### src/rtl/tcp_session_tracker_top_macros.svh
// Assertion macros used by the back part of the tracker (tst_back).
`ifndef TCP_SESSION_TRACKER_TOP_MACROS_SVH
`define TCP_SESSION_TRACKER_TOP_MACROS_SVH
`ifndef SYNTH
// Checked property, disabled while reset is high.
`define TST_ASSERT(name, clk, rst, prop, msg) \
  name: assert property (@(posedge clk) disable iff (rst) prop) else $error(msg);
// Checked property that also holds during reset.
`define TST_ASSERT_ALWAYS(name, clk, prop, msg) \
  name: assert property (@(posedge clk) prop) else $error(msg);
`else
`define TST_ASSERT(name, clk, rst, prop, msg)
`define TST_ASSERT_ALWAYS(name, clk, prop, msg)
`endif
`endif

### src/rtl/tst_pkg.sv
package tst_pkg;

  // Table geometry.
  localparam int MAX_SESSIONS = 64;
  localparam int IDX_W        = $clog2(MAX_SESSIONS);
  localparam int CNT_W        = $clog2(MAX_SESSIONS + 1);

  // Item queue between the front and back parts.
  localparam int QUEUE_DEPTH = 2;
  localparam int QPTR_W      = $clog2(QUEUE_DEPTH);
  localparam int QCNT_W      = $clog2(QUEUE_DEPTH + 1);

  localparam logic [15:0] IDLE_RESET = 16'd300;

  localparam logic KIND_PACKET = 1'b0;
  localparam logic KIND_SWEEP  = 1'b1;

  typedef enum logic [2:0] {
    ST_UNKNOWN,
    ST_CONNECTING,
    ST_CONNECTED,
    ST_DISCONNECTING,
    ST_DISCONNECTED
  } conn_status_t;

  typedef enum logic [1:0] {
    BK_IDLE,
    BK_SCAN,
    BK_COMMIT
  } bk_state_t;

  // One session entry as held in the table memory.
  typedef struct packed {
    logic [31:0]  server_addr;
    logic [31:0]  client_addr;
    logic [15:0]  server_port_no;
    logic [15:0]  client_port_no;
    conn_status_t session_status;
    logic         roles_unknown;
    logic         last_dir_s2c;
    logic [30:0]  connect_time;
    logic [30:0]  disconnect_time;
    logic [30:0]  last_seen_time;
    logic [29:0]  frames_low;
    logic [31:0]  frames_high;
    logic [29:0]  bytes_low;
    logic [31:0]  bytes_high;
  } entry_t;

  // A classified item handed from the front part to the back part.
  typedef struct packed {
    logic        kind;
    logic [31:0] src_ip;
    logic [31:0] dst_ip;
    logic [15:0] src_tcp_port;
    logic [15:0] dst_tcp_port;
    logic        syn_flag;
    logic        ack_flag;
    logic        fin_flag;
    logic [15:0] frame_bytes;
    logic [30:0] now_seconds;
    logic        create_new;
    logic        srv_is_dst;
  } cmd_t;

  // One result beat.
  typedef struct packed {
    logic         found;
    logic         created;
    logic         no_room;
    logic [5:0]   entry_index;
    logic         server_to_client;
    conn_status_t conn_status;
    logic         roles_guessed;
    logic [61:0]  frame_count;
    logic [61:0]  byte_count;
    logic [6:0]   removed_count;
  } res_t;

endpackage

### src/rtl/tst_in_if.sv
interface tst_in_if;
  logic        valid;
  logic        ready;
  logic        kind;
  logic [31:0] src_ip;
  logic [31:0] dst_ip;
  logic [15:0] src_tcp_port;
  logic [15:0] dst_tcp_port;
  logic        syn_flag;
  logic        ack_flag;
  logic        fin_flag;
  logic [15:0] frame_bytes;
  logic [30:0] now_seconds;
  logic        create_new;

  modport source (
    output valid, kind, src_ip, dst_ip, src_tcp_port, dst_tcp_port, syn_flag, ack_flag,
           fin_flag, frame_bytes, now_seconds, create_new,
    input  ready
  );
  modport sink (
    input  valid, kind, src_ip, dst_ip, src_tcp_port, dst_tcp_port, syn_flag, ack_flag,
           fin_flag, frame_bytes, now_seconds, create_new,
    output ready
  );
endinterface

### src/rtl/tst_front.sv
module tst_front import tst_pkg::*; (
  input  logic       clk,
  input  logic       rst,
  tst_in_if.sink     items,
  output cmd_t       cmd,
  output logic       cmd_valid,
  input  logic       cmd_ready
);

  cmd_t              q [QUEUE_DEPTH];
  logic [QPTR_W-1:0] wr_ptr;
  logic [QPTR_W-1:0] rd_ptr;
  logic [QCNT_W-1:0] count;
  logic              push;
  logic              pop;
  cmd_t              in_cmd;

  // Classify the beat: with SYN or src port >= dst port the receiver is the server.
  always_comb begin
    in_cmd.kind         = items.kind;
    in_cmd.src_ip       = items.src_ip;
    in_cmd.dst_ip       = items.dst_ip;
    in_cmd.src_tcp_port = items.src_tcp_port;
    in_cmd.dst_tcp_port = items.dst_tcp_port;
    in_cmd.syn_flag     = items.syn_flag;
    in_cmd.ack_flag     = items.ack_flag;
    in_cmd.fin_flag     = items.fin_flag;
    in_cmd.frame_bytes  = items.frame_bytes;
    in_cmd.now_seconds  = items.now_seconds;
    in_cmd.create_new   = items.create_new;
    in_cmd.srv_is_dst   = items.syn_flag | (items.src_tcp_port >= items.dst_tcp_port);
  end

  assign items.ready = (count != QCNT_W'(QUEUE_DEPTH));
  assign push        = items.valid & items.ready;
  assign cmd_valid   = (count != '0);
  assign pop         = cmd_valid & cmd_ready;
  assign cmd         = q[rd_ptr];

  // Queue storage.
  always_ff @(posedge clk) begin
    if (push) begin
      q[wr_ptr] <= in_cmd;
    end
  end

  // Queue pointers and fill level.
  always_ff @(posedge clk) begin
    if (rst) begin
      wr_ptr <= '0;
      rd_ptr <= '0;
      count  <= '0;
    end else begin
      if (push) begin
        wr_ptr <= (wr_ptr == QPTR_W'(QUEUE_DEPTH - 1)) ? '0 : wr_ptr + 1'b1;
      end
      if (pop) begin
        rd_ptr <= (rd_ptr == QPTR_W'(QUEUE_DEPTH - 1)) ? '0 : rd_ptr + 1'b1;
      end
      if (push && !pop) begin
        count <= count + 1'b1;
      end else if (pop && !push) begin
        count <= count - 1'b1;
      end
    end
  end

endmodule

### src/flat_wrapper.sv
// flat-port wrapper written by rule: the top's interface ports become plain ports
module tst_front_flat import tst_pkg::*;
  (clk, rst, cmd, cmd_valid, cmd_ready, items_valid, items_kind, items_src_ip, items_dst_ip, items_src_tcp_port, items_dst_tcp_port, items_syn_flag, items_ack_flag, items_fin_flag, items_frame_bytes, items_now_seconds, items_create_new, items_ready);
  tst_in_if items_i ();
  input  logic clk;
  input  logic rst;
  output cmd_t cmd;
  output logic cmd_valid;
  input  logic cmd_ready;
  input wire logic [$bits(items_i.valid)-1:0] items_valid;
  input wire logic [$bits(items_i.kind)-1:0] items_kind;
  input wire logic [$bits(items_i.src_ip)-1:0] items_src_ip;
  input wire logic [$bits(items_i.dst_ip)-1:0] items_dst_ip;
  input wire logic [$bits(items_i.src_tcp_port)-1:0] items_src_tcp_port;
  input wire logic [$bits(items_i.dst_tcp_port)-1:0] items_dst_tcp_port;
  input wire logic [$bits(items_i.syn_flag)-1:0] items_syn_flag;
  input wire logic [$bits(items_i.ack_flag)-1:0] items_ack_flag;
  input wire logic [$bits(items_i.fin_flag)-1:0] items_fin_flag;
  input wire logic [$bits(items_i.frame_bytes)-1:0] items_frame_bytes;
  input wire logic [$bits(items_i.now_seconds)-1:0] items_now_seconds;
  input wire logic [$bits(items_i.create_new)-1:0] items_create_new;
  output wire logic [$bits(items_i.ready)-1:0] items_ready;
  assign items_i.valid = items_valid;
  assign items_i.kind = items_kind;
  assign items_i.src_ip = items_src_ip;
  assign items_i.dst_ip = items_dst_ip;
  assign items_i.src_tcp_port = items_src_tcp_port;
  assign items_i.dst_tcp_port = items_dst_tcp_port;
  assign items_i.syn_flag = items_syn_flag;
  assign items_i.ack_flag = items_ack_flag;
  assign items_i.fin_flag = items_fin_flag;
  assign items_i.frame_bytes = items_frame_bytes;
  assign items_i.now_seconds = items_now_seconds;
  assign items_i.create_new = items_create_new;
  assign items_ready = items_i.ready;
  tst_front u_core (.clk(clk), .rst(rst), .items(items_i), .cmd(cmd), .cmd_valid(cmd_valid), .cmd_ready(cmd_ready));
endmodule
### config.mk
export PLATFORM = sky130hd
export DESIGN_NAME = tst_front_flat
export DESIGN_NICKNAME = d
export VERILOG_FILES = /design/src/rtl/tcp_session_tracker_top_macros.svh /design/src/rtl/tst_pkg.sv /design/src/rtl/tst_in_if.sv /design/src/rtl/tst_front.sv /design/src/flat_wrapper.sv
export SDC_FILE = /design/constraint.sdc
export NUM_CORES = 1
export LEC_CHECK = 0
export CAP_MARGIN = 10
export CORE_ASPECT_RATIO = 1.5
export CORE_MARGIN = 2
export CORE_UTILIZATION = 56
export CTS_CLUSTER_SIZE = 30
export DETAILED_ROUTE_END_ITERATION = 7
export DONT_BUFFER_PORTS = 1
export PLACE_DENSITY = 0.82
export SYNTH_ARGS = -nofsm -noshare
export SYNTH_HDL_FRONTEND = slang
export SYNTH_SLANG_ARGS = --single-unit
### constraint.sdc
create_clock -name clk -period 22.3 [get_ports clk]
set_input_delay 1.115 -clock clk [delete_from_list [all_inputs] [get_ports clk]]
set_output_delay 1.115 -clock clk [all_outputs]
set_load 0.05 [all_outputs]
[After elaboration in Yosys (flattened, before gate mapping)]
Memories as Yosys holds them, arrays and structs flattened. A register that Yosys moved wholly into a read port is not among the register bits.
Cells that the tools add are included.
Word-level totals
  flip-flop bits (word level): 4
  memories kept: 1
  bits in writable memories: 298
  input port bits: 152
  logic and storage cells: 27
Memory list
  u_core.q: words 2, bits a word 149, rd ports 1, clocked after memory_dff 1, wr ports 1, line tst_front.sv:10  | cmd_t q [QUEUE_DEPTH];
Operators by class
  muxes and demuxes: 8
  add/subtract/negate cells: 4
  $lt $le $gt $ge: 1
  equality and inequality tests: 1
  bitwise logic cells: 3
  reduce and logical (&&, ||, !) cells: 6
Operators with widths (count)
  16-bit greater-or-equal comparator: 1
  1-bit two-way mux: 6
  2-bit two-way mux: 2
  2-bit nonzero test: 2
  1-bit adder, second input constant: 2
  2-bit by 1-bit adder with 2-bit output, second input constant: 1
  1-bit AND: 2
  1-bit logical AND: 2
  1-bit logical NOT: 2
  2-bit != test, second input constant: 1
  2-bit by 1-bit subtractor with 2-bit output, second input constant: 1
  1-bit OR: 1

[Depth between registers and ports, before layout]
  depth in word-level cells: 6
  depth in mapped cells: 7
  gate-level depth less buffers: 7

[Worst setup path before layout]
Ideal clock, no wire load.
  kind: input-to-reg
  start: input port items_valid
  end: memory u_core.q[0][0] (netlist name) (enable)
  data required time: 21.640 ns
  stages: 2
  arrival: 7.412 ns
  slack: 14.228 ns
  path through: nand2_1 nor2_1
On the way
  cells in the longest elaborated chain, start to end: 3
Ends and longest elaborated chain
  from (decl): line flat_wrapper.sv:10  | input wire logic [$bits(items_i.valid)-1:0] items_valid;
  1-bit AND: line tst_front.sv:35  | assign push = items.valid & items.ready;
  1-bit two-way mux: line tst_front.sv:42  | if (push) begin
  1-bit two-way mux (not written as such): line tst_front.sv:43  | q[wr_ptr] <= in_cmd;
  to (decl): line tst_front.sv:10
Every way passes these cells.

==> run_results.csv <==
group,metric,value,unit
sta,grt_setup_unrepaired,"false",
logic_synthesis,yosys-top-cells-count,"sky130_fd_sc_hd__edfxtp_1, sky130_fd_sc_hd__mux2_2, sky130_fd_sc_hd__ha_1, sky130_fd_sc_hd__inv_1, sky130_fd_sc_hd__buf_4",
clock_tree,tritoncts_clock_tree,"done",
sta,tightest_slew,1.048,ns
logic_synthesis,cell_type_with_the_largest_total_area_after_synthesis,"sky130_fd_sc_hd__edfxtp_1",
placement,dp_hpwl,13960,microns
floorplanning,initial_core_utilization,57.13,%
floorplanning,rows,63,
clock_tree,worst_skew_pair.late_latency,0.52,ns
setup_path,timing.reg2reg.setup_slack,19.02,ns
setup_path,critPathSlowestCell,"sky130_fd_sc_hd__dfxtp_4",
grt,first_global_vias,5118,
sta,fin_crit_sh,18.42,%
power,power.leakage,4.096,nW
detailed_routing,total_via_count_in_the_routed_design,4828,
worst_hold_path,worst_hold_path.endpoint,"u_core.count[1]$_SDFFE_PP0P_",
detailed_routing,routedWlPerCell,24.41,microns
logic_synthesis,leading_cell_types_by_total_area_after_synthesis,"sky130_fd_sc_hd__edfxtp_1, sky130_fd_sc_hd__mux2_2, sky130_fd_sc_hd__ha_1, sky130_fd_sc_hd__dfxtp_1, sky130_fd_sc_hd__buf_4",
layout,design_area,12420,sq um
clock_tree,cts_inserted_buffers,26,
sta,skew,0.006553,ns
sta,setup_tns,0,ns
clock_tree,cts-resized-gates,0,
floorplanning,floorplan.io_pins,303,
logic_synthesis,top_ff_cell_synth,"sky130_fd_sc_hd__edfxtp_1",
setup_path,critPathCaptureType,"output port",
logic_synthesis,mappedNetlistNets,711,
setup_path,cp_data_arrival_time,2.99,ns
floorplanning,design.core.area,19860,sq um
worst_hold_path,min_from,"u_core.count[1]$_SDFFE_PP0P_",
worst_hold_path,timing.hold.worst.class,"reg2reg",
setup_path,critPathBufInv,1,
sta,drv_slew,0,
layout,finish.net_count,726,
sta,fmax,243.5,MHz
power,vdd_drop_max,147.1,uV
grt,grt_pass1_wl,28860,microns
setup_path,critical_path.max_fanout,75,
layout,antenna_cells,0,
floorplanning,die-width,120.2,microns
logic_synthesis,yosysMostFrequentCell,"sky130_fd_sc_hd__edfxtp_1",
status,run_status,"finished clean",
grt,grt.total_usage,18.02,%
detailed_routing,number_of_iterations_in_the_first_detailed_routing_pass,4,
setup_path,critical_path_class,"reg2out",
setup_path,crit_chain,"buf_4 -> mux2_2",
clock_tree,clock-root-buffer,"sky130_fd_sc_hd__clkbuf_16",
logic_synthesis,post_synth_num_cell_types,25,
run,maxCapViolations,0,
clock_tree,ctsLongestPathBuffers,3,
clock_tree,clock-sinks,303,
placement,dpl_cell_area,11600,sq um
setup_path,regToRegStartpoint,"u_core.count[0]$_SDFFE_PP0P_",
logic_synthesis,synth_top_cell_area_share,78.85,%
detailed_routing,drcViolationCount,0,
detailed_routing,detail_route.vias_per_cell,5.782,
logic_synthesis,synth.avg_cell_area,20.94,sq um
setup_path,critical_path_launch_point_type,"flip-flop",
layout,proportion_of_layout_cells_with_a_drive_suffix_above_1,33.74,%
power,powerDensity,141.0,nW/um^2
clock_tree,post_cts_hold_buffer_count,0,
logic_synthesis,netlist_instances,542,
setup_path,cp.required,21.19,ns
grt,grt_max_degree,78,
layout,finish.cell_count_without_fillers,835,
layout,area_growth_syn_to_layout,9.416,%
setup_path,crit-reg2reg-capture,"u_core.q[1][51]$_DFFE_PP_",
clock_tree,clkSlewWorstSetupHoldPaths,0.06,ns
grt,globalRouteOverflowTotal,0,
sta,finalSetupViolCount,0,
detailed_routing,wirelength,20390,microns
grt,initial_antenna_violation_count,0,
detailed_routing,antenna_left,0,
logic_synthesis,netlist_area,11350,sq um
logic_synthesis,synth.ff_latch_count,303,
setup_path,cp_top_family,"flip-flops",
floorplanning,die_area,21440,sq um
logic_synthesis,async_reset_ff_share,0,%
sta,relSlewSlack,30.14,%
setup_path,ff2ff_path_depth,3,
logic_synthesis,synth_enable_flop_cells,298,
sta,hold_ws,0.5383,ns
clock_tree,htree_levels,1,
detailed_routing,drtIter0Drc,335,
floorplanning,die_y,178.4,microns
clock_tree,number_of_post_cts_setup_repair_buffers,0,
logic_synthesis,yosysWarningCount,0,
placement,globalplace.congestion,0.8048,
placement,port_buffers,0,
sta,final_period_minus_worst_setup_slack,4.107,ns
placement,dpl.cell_count,789,
placement,pre_cts_ws,18.71,ns
sta,timing_hold_violations_final,0,
logic_synthesis,seq_area_frac_synth,79.74,%
setup_path,slowest_delay,1.00,ns
sta,final.setup.worst_slack,18.19,ns
worst_hold_path,whs_path_depth,2,
==> per-stage QoR <==
step / util [%] / total power, mW
after CTS: 62.51 / 1.769
after floorplan: - / 1.305
after global routing: 62.51 / 1.810
final: 62.51 / 1.751
after global placement: 58.40 / 1.328
after detailed placement: 58.40 / 1.342
==> cells in the final DEF, fill, tap and decap left out <==
| master | netlist | layout |
|---|---|---|
| sky130_fd_sc_hd__bufinv_16 | 0 | 2 |
| sky130_fd_sc_hd__edfxtp_1 | 298 | 298 |
| sky130_fd_sc_hd__buf_4 | 11 | 4 |
| sky130_fd_sc_hd__nand2_1 | 4 | 4 |
| sky130_fd_sc_hd__nor2b_1 | 1 | 1 |
| sky130_fd_sc_hd__o21ai_1 | 1 | 1 |
| sky130_fd_sc_hd__nor2_4 | 0 | 1 |
| sky130_fd_sc_hd__ha_1 | 17 | 17 |
| sky130_fd_sc_hd__nand2b_1 | 2 | 2 |
| sky130_fd_sc_hd__o31ai_1 | 1 | 1 |
| sky130_fd_sc_hd__clkinv_1 | 0 | 7 |
| sky130_fd_sc_hd__clkinvlp_4 | 0 | 1 |
| sky130_fd_sc_hd__inv_6 | 0 | 1 |
| sky130_fd_sc_hd__and3_4 | 0 | 1 |
| sky130_fd_sc_hd__dfxtp_4 | 0 | 1 |
| sky130_fd_sc_hd__or2_2 | 1 | 1 |
| sky130_fd_sc_hd__o2111ai_1 | 1 | 1 |
| sky130_fd_sc_hd__or3_1 | 1 | 1 |
| sky130_fd_sc_hd__mux2_2 | 149 | 149 |
| sky130_fd_sc_hd__clkbuf_16 | 0 | 27 |
| sky130_fd_sc_hd__o21ai_0 | 4 | 4 |
| sky130_fd_sc_hd__and4_1 | 2 | 2 |
| sky130_fd_sc_hd__dfxtp_1 | 5 | 4 |
| sky130_fd_sc_hd__clkinv_2 | 0 | 6 |
| sky130_fd_sc_hd__inv_1 | 17 | 17 |
| sky130_fd_sc_hd__nor2_1 | 6 | 5 |
| sky130_fd_sc_hd__xor2_1 | 4 | 4 |
| sky130_fd_sc_hd__clkbuf_1 | 0 | 2 |
| sky130_fd_sc_hd__a21oi_1 | 7 | 7 |
| sky130_fd_sc_hd__nand4_1 | 1 | 1 |
| sky130_fd_sc_hd__a2111oi_0 | 1 | 1 |
| sky130_fd_sc_hd__or4_1 | 1 | 1 |
==> routing by layer <==
metal | track usage [%] | vias to the layer above | share of wire [%]
li1 | - | 2149 | -
met1 | 16.94 | 2401 | 30
met2 | 34.26 | 231 | 56
met3 | 6.266 | 47 | 9.4
met4 | 8.527 | 0 | 3.9
met5 | 0 | - | 0
==> where the power goes <==
group	switching, mW	total (mW)	internal [mW]
Combinational	0.443	0.554	0.112
Sequential	0.0410	0.772	0.731
Clock	0.182	0.425	0.243
Total	0.666	1.75	1.08
==> worst max-delay path by stage <==
stage                 from                  endpoint  slack [ns]  cells past startpoint
5_1_grt          flip-flop                   cmd[70]       18.00                      2
6_report         flip-flop                   cmd[69]       18.19                      2
4_1_cts          flip-flop                   cmd[69]       18.15                      2
3_3_place_gp     flip-flop                   cmd[68]       18.82                      2
3_5_place_dp     flip-flop                    cmd[9]       18.71                      2
2_1_floorplan  items_valid  u_core.q[0][0]$_DFFE_PP_       14.23                      2
==> state kept, by name, summed over array words and instances, names as in the netlist, named ones only <==
register / cells
u_core.count: 2
u_core.rd_ptr: 1
u_core.wr_ptr: 1
u_core.q: 298
==> layout make-up <==
type                    count  area [sq um]
flip-flops and latches    303          9052
multi-input cells         205          2130
clock inverters            17         132.6
inverters                  17         63.81
well taps                 260         325.3
repair buffers              4         30.03
clock buffers              29         683.2
fillers                  1312          7447
==> tightest hold or removal path: cells and delay by family (launching register included) <==
kind           cells  cell delay (ns)
flip-flops         1             0.33
AO/OA/AOI/OAI      2             0.16
==> logic make-up after synthesis <==
group	count (synthesis)	synth area share (%)
xor+xnor	4	0.3087
compound gates	15	0.7497
simple gates	20	0.9373
flops	303	79.74
mux	149	14.79
buf+inv	34	1.610
fa+ha+maj	17	1.874
Note: power is estimated with default switching activity, not from simulation.
